$ cat src/avm_pkg.sv
`default_nettype none

package avm_pkg;

    // samples in one averaging group (2..16)
    localparam int SAMPLES_PER_AVERAGE = 8;

    localparam int SAMPLE_W = 10;
    localparam int TENTHS_W = 6;
    localparam int SEG_W    = 7;
    localparam int DIGIT_W  = 4;
    localparam int SAMPLE_MAX = (1 << SAMPLE_W) - 1;
    localparam int SUM_W    = $clog2(SAMPLES_PER_AVERAGE * SAMPLE_MAX + 1);
    localparam int CNT_W    = $clog2(SAMPLES_PER_AVERAGE);

    // item kinds
    localparam logic OP_SAMPLE = 1'b0;
    localparam logic OP_TICK   = 1'b1;

    // digit select codes
    localparam logic PHASE_TENS  = 1'b0;
    localparam logic PHASE_UNITS = 1'b1;

    // hex glyphs, bit0 = segment a
    function automatic logic [SEG_W-1:0] seg_decode(input logic [DIGIT_W-1:0] digit);
        logic [SEG_W-1:0] seg;
        case (digit)
            4'h0:    seg = 7'h3F;
            4'h1:    seg = 7'h06;
            4'h2:    seg = 7'h5B;
            4'h3:    seg = 7'h4F;
            4'h4:    seg = 7'h66;
            4'h5:    seg = 7'h6D;
            4'h6:    seg = 7'h7D;
            4'h7:    seg = 7'h07;
            4'h8:    seg = 7'h7F;
            4'h9:    seg = 7'h6F;
            4'hA:    seg = 7'h77;
            4'hB:    seg = 7'h7C;
            4'hC:    seg = 7'h39;
            4'hD:    seg = 7'h5E;
            4'hE:    seg = 7'h79;
            default: seg = 7'h71;
        endcase
        return seg;
    endfunction

endpackage

`default_nettype wire

$ cat src/avm_scale.sv
`default_nettype none

// group sum -> average -> tenths of a volt, combinational
// both multiplies are by constants, so they reduce to a few shifted adds
module avm_scale import avm_pkg::*; (
    input  wire logic [SUM_W-1:0]    i_sum,
    output logic      [TENTHS_W-1:0] o_tenths
);

    // sum / N as multiply by ceil(2^19 / N), exact for any group sum
    localparam int AVG_SHIFT = 19;
    localparam int AVG_RECIP = ((1 << AVG_SHIFT) + SAMPLES_PER_AVERAGE - 1)
                               / SAMPLES_PER_AVERAGE;
    localparam int AVG_PROD_W = SUM_W + AVG_SHIFT;

    // (avg*33 + 511) / 1023 as multiply by ceil(2^30 / 1023)
    localparam int SCALE_MUL   = 33;
    localparam int SCALE_ROUND = 511;
    localparam int SCALE_SHIFT = 30;
    localparam int SCALE_RECIP = (1 << SCALE_SHIFT) / 1023 + 1;
    localparam int X_W         = $clog2(SAMPLE_MAX * SCALE_MUL + SCALE_ROUND + 1);
    localparam int RECIP_W     = $clog2(SCALE_RECIP + 1);
    localparam int SCALE_PROD_W = X_W + RECIP_W;

    logic [AVG_PROD_W-1:0]   avg_prod;
    logic [SAMPLE_W-1:0]     avg;
    logic [X_W-1:0]          x_val;
    logic [SCALE_PROD_W-1:0] scale_prod;

    assign avg_prod = AVG_PROD_W'(i_sum) * AVG_PROD_W'(AVG_RECIP);
    assign avg      = avg_prod[AVG_SHIFT +: SAMPLE_W];

    assign x_val = X_W'(avg) * X_W'(SCALE_MUL) + X_W'(SCALE_ROUND);
    assign scale_prod = SCALE_PROD_W'(x_val) * SCALE_PROD_W'(SCALE_RECIP);

    assign o_tenths = scale_prod[SCALE_SHIFT +: TENTHS_W];

endmodule

`default_nettype wire

$ cat src/adc_average_voltmeter_display.sv
`default_nettype none

// Two-digit voltmeter core. Sample transactions (operation 0) are summed in
// groups of SAMPLES_PER_AVERAGE; at the end of a group the average is scaled
// to tenths of a volt, (avg*33+511)/1023, and stored unless hold is set with
// the group's last sample. Refresh-tick transactions (operation 1) each give
// one result: the seven-segment code of the tens digit, then of the units
// digit on the next tick, alternating, plus the stored value. Samples give no
// result. One transaction is taken per cycle while o_stall is low: the group's
// last sample is added, averaged and scaled in the same cycle (constant
// multiplies only), and the new value is stored at that edge, so a tick in
// the very next cycle already shows it. Each tick's result is registered.
// The output holds two results (output register plus skid stage), so the input
// keeps flowing while one result waits; it stalls only while the skid stage
// holds a result, i.e. with both full.
module adc_average_voltmeter_display import avm_pkg::*; (
    input  wire logic                i_clk,
    input  wire logic                i_rst_n,
    // input channel
    input  wire logic                i_valid,
    output logic                     o_stall,
    input  wire logic                i_operation,
    input  wire logic [SAMPLE_W-1:0] i_sample,
    input  wire logic                i_hold,
    // result channel
    output logic                     o_valid,
    input  wire logic                i_stall,
    output logic                     o_digit_select,
    output logic [SEG_W-1:0]         o_segments,
    output logic [TENTHS_W-1:0]      o_shown_tenths
);

    typedef struct packed {
        logic                digit_select;
        logic [SEG_W-1:0]    segments;
        logic [TENTHS_W-1:0] tenths;
    } t_result;

    // split 0..63 into tens and units, compare ladder
    function automatic logic [DIGIT_W-1:0] tens_of(input logic [TENTHS_W-1:0] v);
        logic [DIGIT_W-1:0] t;
        if (v >= TENTHS_W'(60)) begin
            t = 4'd6;
        end else if (v >= TENTHS_W'(50)) begin
            t = 4'd5;
        end else if (v >= TENTHS_W'(40)) begin
            t = 4'd4;
        end else if (v >= TENTHS_W'(30)) begin
            t = 4'd3;
        end else if (v >= TENTHS_W'(20)) begin
            t = 4'd2;
        end else if (v >= TENTHS_W'(10)) begin
            t = 4'd1;
        end else begin
            t = 4'd0;
        end
        return t;
    endfunction

    // accumulator
    logic [SUM_W-1:0]    r_sum, n_sum;
    logic [CNT_W-1:0]    r_count;
    logic [TENTHS_W-1:0] r_voltage;
    logic                r_phase;

    // output register and skid stage
    logic    r_o_valid, r_k_valid;
    t_result r_o, r_k;

    logic                accept, is_sample, is_tick, group_end, pop;
    logic [TENTHS_W-1:0] scaled;
    t_result             new_res;

    logic [DIGIT_W-1:0] tens, units;

    assign o_stall   = r_k_valid;
    assign accept    = i_valid & ~o_stall;
    assign is_sample = accept & (i_operation == OP_SAMPLE);
    assign is_tick   = accept & (i_operation == OP_TICK);
    assign group_end = is_sample & (r_count == CNT_W'(SAMPLES_PER_AVERAGE - 1));
    assign n_sum     = r_sum + SUM_W'(i_sample);

    // completed group sum -> tenths, same cycle
    avm_scale u_scale (
        .i_sum    (n_sum),
        .o_tenths (scaled)
    );

    // digit decode for the tick
    assign tens  = tens_of(r_voltage);
    assign units = DIGIT_W'(r_voltage - TENTHS_W'(tens) * TENTHS_W'(10));

    assign new_res.digit_select = r_phase;
    assign new_res.segments     = seg_decode((r_phase == PHASE_TENS) ? tens : units);
    assign new_res.tenths       = r_voltage;

    assign pop = r_o_valid & ~i_stall;

    always_ff @(posedge i_clk) begin
        if (!i_rst_n) begin
            r_sum     <= '0;
            r_count   <= '0;
            r_voltage <= '0;
            r_phase   <= PHASE_TENS;
            r_o_valid <= 1'b0;
            r_k_valid <= 1'b0;
        end else begin
            if (group_end) begin
                r_sum   <= '0;
                r_count <= '0;
                // hold only counts on the group's last sample
                if (!i_hold) begin
                    r_voltage <= scaled;
                end
            end else if (is_sample) begin
                r_sum   <= n_sum;
                r_count <= r_count + CNT_W'(1);
            end

            if (is_tick) begin
                r_phase <= ~r_phase;
            end

            // two-entry result queue; skid full blocks any new tick
            if (pop) begin
                if (r_k_valid) begin
                    r_o       <= r_k;
                    r_k_valid <= 1'b0;
                end else if (is_tick) begin
                    r_o <= new_res;
                end else begin
                    r_o_valid <= 1'b0;
                end
            end else if (is_tick) begin
                if (!r_o_valid) begin
                    r_o       <= new_res;
                    r_o_valid <= 1'b1;
                end else begin
                    r_k       <= new_res;
                    r_k_valid <= 1'b1;
                end
            end
        end
    end

    assign o_valid        = r_o_valid;
    assign o_digit_select = r_o.digit_select;
    assign o_segments     = r_o.segments;
    assign o_shown_tenths = r_o.tenths;

endmodule

`default_nettype wire
$ cat config.mk
export PLATFORM = sky130hd
export DESIGN_NAME = adc_average_voltmeter_display
export DESIGN_NICKNAME = d
export VERILOG_FILES = /design/src/avm_pkg.sv /design/src/avm_scale.sv /design/src/adc_average_voltmeter_display.sv
export SDC_FILE = /design/constraint.sdc
export NUM_CORES = 1
export LEC_CHECK = 0
export ABC_AREA = 1
export BUFFER_PORTS_ARGS = -buffer_cell sky130_fd_sc_hd__clkbuf_2
export CORE_UTILIZATION = 62
export CTS_CLUSTER_DIAMETER = 120
export DETAILED_ROUTE_END_ITERATION = 7
export PLACE_DENSITY = 0.8
export RECOVER_POWER = 25
export SLEW_MARGIN = 20
export SYNTH_ARGS = -nofsm -noshare
export SYNTH_HDL_FRONTEND = slang
export SYNTH_SLANG_ARGS = --single-unit
$ cat constraint.sdc
create_clock -name i_clk -period 7.7 [get_ports i_clk]
set_input_delay 0.77 -clock i_clk [delete_from_list [all_inputs] [get_ports i_clk]]
set_output_delay 0.77 -clock i_clk [all_outputs]
set_load 0.1 [all_outputs]
Word level (Yosys, flattened, before mapping)
Memory sizes are Yosys's and may differ from the RTL's.
Index checks and enable logic that the tools add are counted.
{ "totals": {"out_inout_bits": 16, "word_cells": 67, "mem_bits_ro": 112, "memories": 1, "ff_bits": 53, "in_bits": 16} }
{ "memory_table": {"columns": ["memory", "depth", "word_bits", "rd", "rd_clocked_by_memory_dff", "wr", "line_no", "text"], "rows": [
  ["(no name shown)", 16, 7, 1, 0, 0, "avm_pkg.sv:27", "case (digit)"]
]} }
{ "classes": {"reduce_logical": 9, "bitwise_logic": 12, "eq_ne": 4, "n_mul": 3, "addsub": 4, "order_cmp": 6, "muxes": 16} }
{ "op_table": {"columns": ["operator", "count"], "rows": [
  ["two-way mux 14 bit", 5],
  ["multiplier 16 x 20 -> 35 bit, second input constant", 1],
  ["greater-or-equal comparator 6 bit, second input constant", 3],
  ["adder 16 x 9 -> 16 bit, second input constant", 1],
  ["multiplier 10 x 6 -> 16 bit, second input constant", 1],
  ["adder 13 x 10 -> 13 bit", 1],
  ["greater-or-equal comparator 6 x 5 -> 1 bit, second input constant", 2],
  ["two-way mux 4 bit", 2],
  ["AND reduction 4 bit", 2],
  ["inverter 1 bit", 7],
  ["greater-or-equal comparator 6 x 4 -> 1 bit, second input constant", 1],
  ["two-way mux 3 bit", 2],
  ["AND 1 bit", 5],
  ["two-way mux 1 bit", 5],
  ["multiplier 4 x 3 -> 3 bit, second input constant", 1],
  ["two-way mux 2 bit", 2],
  ["!= test 2 bit, second input constant", 2],
  ["AND reduction 2 bit", 2],
  ["nonzero test 2 bit", 2],
  ["OR reduction 2 bit", 2],
  ["subtractor 4 bit", 1],
  ["adder 3 x 1 -> 3 bit, second input constant", 1],
  ["equality test 3 bit, second input constant", 1],
  ["AND reduction 3 bit", 1],
  ["!= test 2 x 1 -> 1 bit, second input constant", 1]
]} }

Logic depth before layout (Yosys ltp)
An unclocked memory read counts as a cell.
{ "depth": {"depth_word": 14, "mapped_depth": 44, "mapped_depth_nobuf": 44} }

By module
A second synthesis with hierarchy kept.
{ "hier_totals": {"cells_unflattened": 713, "area_unflattened_um2": 5223.8} }
{ "by_module_without_submodules": {"columns": ["mod", "instances", "seq_area_each_um2", "cells_per_inst", "area_each_um2"], "rows": [
  ["adc_average_voltmeter_display", 1, 1341.3, 387, 3114.2],
  ["avm_scale", 1, 0.0, 326, 2109.5]
]} }

Worst setup path after synthesis
OpenSTA, ideal clock, no wires.
{ "synth_timing": {"kind": "input to register", "startpoint": "input i_sample[0]", "endpoint": "register r_voltage[3]", "setup_time_ps": 133, "t_arrival_ps": 6497, "cell_stages": 41, "setup_slack_ps": 1070, "required_ps": 7567, "n_path_buf": 1, "path_cell_list": "ha_1 -> inv_1 -> fa_1 -> inv_1 -> nand2_1 -> o21ai_1 -> nand2_1 -> nand2_1 -> xor2_1 -> ha_1 -> buf_6 -> xnor2_1 -> ha_1 -> ha_1 -> ha_1 -> nand2_1 -> nand2_1 -> a21oi_1 -> [5 not listed] -> nand2_1 -> inv_1 -> ha_1 -> ha_1 -> ha_1 -> ha_1 -> nand2_1 -> inv_1 -> nand2_1 -> nand2_1 -> o21bai_1 -> or2_2 -> nand4_1 -> nand2_1 -> inv_1 -> nand3_1 -> nand2_1 -> a21oi_1"} }
{ "synth_via": {"elab_chain_cells": 4} }
{ "synth_rtl": {"columns": ["element", "line_no", "text"], "rows": [
  ["start, declared", "adc_average_voltmeter_display.sv:23", "input wire logic [SAMPLE_W-1:0] i_sample,"],
  ["adder 13 x 10 -> 13 bit", "adc_average_voltmeter_display.sv:81", "assign n_sum = r_sum + SUM_W'(i_sample);"],
  ["named net n_sum[6]", "adc_average_voltmeter_display.sv:61", "logic [SUM_W-1:0] r_sum, n_sum;"],
  ["multiplier 10 x 6 -> 16 bit", "avm_scale.sv:33", "assign x_val = X_W'(avg) * X_W'(SCALE_MUL) + X_W'(SCALE_ROUND);"],
  ["adder 16 x 9 -> 16 bit", "avm_scale.sv:33", null],
  ["multiplier 16 x 20 -> 35 bit", "avm_scale.sv:34", "assign scale_prod = SCALE_PROD_W'(x_val) * SCALE_PROD_W'(SCALE_RECIP);"],
  ["end signal, assigned", "adc_average_voltmeter_display.sv:113", "r_voltage <= scaled;"],
  ["end, declared", "adc_average_voltmeter_display.sv:63", "logic [TENTHS_W-1:0] r_voltage;"]
]} }
The timed path passes the listed nets, and every way through them passes these cells.
A chain may end at the register's enable or synchronous reset.

Worst setup path after layout
{ "layout_timing": {"startpoint": "input i_sample[0]", "endpoint": "register r_voltage[4]"} }
The elaborated chain is that of the path after synthesis.

==> metrics.txt <==
status=finished clean; crit path capture type=flip-flop; worst hold endpoint=r_sum[0]; largest net degree at the start of global routing=22; Switch Pwr=1050 µW; CP max stage cell=ha_1; Least-Margin Pin Slew=1170 ps; reg2reg path depth=33; vias in the first global route=4285; switching share of power=54.1%; Vias=4443; HPWL after DPL=9030 µm; WP data required=7920 ps; post-DR vias/cell=5.43; WL final=10900 µm; fraction of synthesized area in multiplexers=0%; Overflow after GRT=0; clock-pin slew on the worst setup and hold paths=90 ps; worst-path fanout max=8; Critical Setup Path Class=input pin to flip-flop; routed len/inst=13.3 µm; antenna-violating nets left=0; period utilisation layout=91.5%; post-synth cell types=40; ranking of synthesized cells by area=ha_1, edfxtp_1, nand2_1, dfxtp_1, inv_1; non-filler instance count after layout=818; Fin. Hold Viols=0; fraction of layout cells with a size suffix above 1=9.08%; Ant. Diodes=0; Final Max Tran Viols=0; CTS tree=done; cell repeated most along the worst path=ha_1; largest family of logic cells by synthesized area=simple AND/OR/NAND/NOR gates; Synth Register Bits=53; Syn Inst Count=681; reg-to-reg critical path endpoint=r_voltage[4]; fillers=672; fmax=142 MHz; RSZ-0062 raised after global routing=false; Post-CTS Setup Inserts=0; Yosys top cell area share=21.8%; Root Driver=clkbuf_8; adder-cell share of the synthesized area=23.8%; area fraction in compound gates after synthesis=12.7%; Synth warnings=0; sequential cell area=1340 µm²; GRT Total Usage=27.2%; post-synthesis xor/xnor area fraction=3.64%; crit path time final=7040 ps; Post-Synthesis Cell Area=5050 µm²; simple-gate share of the synthesized area=24.2%; # hold bufs at CTS=0; Die Area=8510 µm²; Die Y=92.2 µm; pwr/cell area=360 nW/µm²; worst vdd ir=0.000290 V; Sequential Power Share=16.0%; Final Skew=9.93 ps; # Max-Cap Violations=0; starting density of the core=64.6%; sequential element share of the synthesized area=26.6%; placer's final routability congestion estimate=0.959; setup slack, reg-to-reg=850 ps; DRC errors left=0; initial antenna violation count=0; Resize count post-CTS=0; crit path launch type=input pin; Multi-input gate area=3260 µm²; worst min-delay path class=flip-flop to flip-flop; area grow syn2layout=6.92%; 1st-iter DRT viols=145; HP Start=r_sum[0]; clk sink count=53; biggest area consumer among synthesized cells=ha_1; Internal=891 µW; row count=32; CP max stage delay=420 ps; worst r2r src=r_sum[0]; core area=7810 µm²; clock power share=8.3%; Finished Cell Area=5400 µm²; Comb pwr share=75.7%; Clock Path Buffers=2; TNS Setup=0 ps; final setup fails=0; dpl cell area=5320 µm²; CTS Buf Count=5; worst skew pair latency=320 ps; Die Wd=92.2 µm; IO Count=32; Leak=0.00276 µW; dpl cells=810; port bufs=31; Slew HR=22.4%; Layout Nets=824; syn_area_per_cell=7.41 µm²; Post-Syn Nets=790; Worst EP arrival=7260 ps; Pre-antenna DRT Iters=4; worst hold stages=2; Crit. Startpoint=i_sample[0]; H-Tree Depth=2; global-route wire length before repair=18500 µm
power groups by stage:
stage / clock network (µW) / logic, µW / registers [µW]
floorplan: 0 / 1080 / 330
global placement: 0 / 1390 / 317
detailed placement: 0 / 1430 / 317
CTS: 160 / 1450 / 311
global route: 174 / 1660 / 312
finish: 160 / 1470 / 311
routing by layer:
| metal | GRT usage, % | up-vias | wire (µm) |
|---|---|---|---|
| met2 | 47.8 | 80 | 5210 |
| met3 | 4.81 | 20 | 350 |
| met4 | 8.07 | 0 | 224 |
| met1 | 34.0 | 2028 | 5120 |
| met5 | 0 | - | 0 |
| li1 | - | 2315 | - |
worst max-delay path: cells and delay by family:
kind,cells,cell delay (ps)
XOR/XNOR,2,540
AND/OR/NAND/NOR,16,2050
adder cells (fa/ha/maj),10,3220
AO/OA/AOI/OAI,2,420
buffers and inverters,4,240
stage by stage:
stage	util, %	total power (µW)	hold WS, ps	worst slack, ps
3_5_place_dp	68.2	1750	467	413
2_1_floorplan	-	1410	445	1070
4_1_cts	69.3	1920	481	734
3_3_place_gp	68.2	1710	452	597
5_1_grt	69.1	2150	497	159
6_report	69.1	1940	476	655
sequential cells by signal, indices dropped and copies added (netlist names):
register / flops
o_digit_select: 1
o_segments: 7
o_shown_tenths: 6
o_stall: 1
o_valid: 1
r_count: 3
r_k: 14
r_phase: 1
r_sum: 13
r_voltage: 6
placed cells by master, fill, tap and decap left out, types with 3 or more instances in the layout:
cell	instances
nand2_1	169
inv_1	105
ha_1	88
nor2_1	42
a21oi_1	39
nand3_1	39
o21ai_0	32
edfxtp_1	28
dfxtp_1	25
clkbuf_2	23
xor2_1	15
nand4_1	11
clkbuf_1	10
nand2_2	8
o21ai_1	7
o21ai_2	7
o21bai_1	6
xnor2_1	6
a31oi_1	5
inv_2	5
o211ai_1	5
fa_1	5
clkbuf_8	5
nor3_1	4
o21a_1	3
nor2_2	3
nor3_2	3
synth_stat cells:
cell / count
nand3b_1: 2
nand2_1: 169
inv_2: 5
clkbuf_1: 2
buf_6: 2
clkinv_1: 1
o21ai_2: 7
a211oi_1: 1
edfxtp_1: 28
a21oi_1: 39
fa_1: 5
nand2_2: 8
inv_1: 105
a21oi_2: 1
o21bai_1: 6
xnor2_1: 6
o21ai_0: 32
or2_2: 2
o211a_1: 1
or2_0: 1
buf_1: 2
a31oi_1: 5
xor2_1: 15
o21a_1: 3
a31o_2: 1
nor2_1: 43
a2111oi_0: 1
nand2_4: 1
nand3_1: 39
nor2_2: 2
buf_2: 1
ha_1: 88
nor3_1: 5
o21ai_1: 7
a21o_1: 1
o211ai_1: 5
nand4_1: 11
dfxtp_1: 25
nor3_2: 2
nand3_2: 1
cells by family (layout without fill, tap and decap cells):
| logic type | Yosys count | count (layout) |
|---|---|---|
| flip-flops | 53 | 53 |
| adder cells (fa/ha/maj) | 93 | 93 |
| buffers and inverters | 118 | 153 |
| XOR/XNOR | 21 | 21 |
| AND/OR/NAND/NOR | 286 | 286 |
| AO/OA/AOI/OAI | 110 | 110 |
worst max path at each step:
| stage | end | cells after the start |
|---|---|---|
| floorplan | r_voltage[3] | 41 |
| global placement | r_voltage[4] | 40 |
| detailed placement | r_voltage[4] | 39 |
| CTS | r_voltage[4] | 43 |
| global route | r_voltage[4] | 42 |
| finish | r_voltage[4] | 34 |
layout make-up:
class / instances / area share [%]
Multi-Input combinational cell: 510 / 60.4
Sequential cell: 53 / 24.9
Inverter: 111 / 7.72
Timing Repair Buffer: 34 / 3.04
Tap cell: 102 / 2.36
Clock buffer: 6 / 1.34
Clock inverter: 2 / 0.255
(Power assumes the default switching activity.)
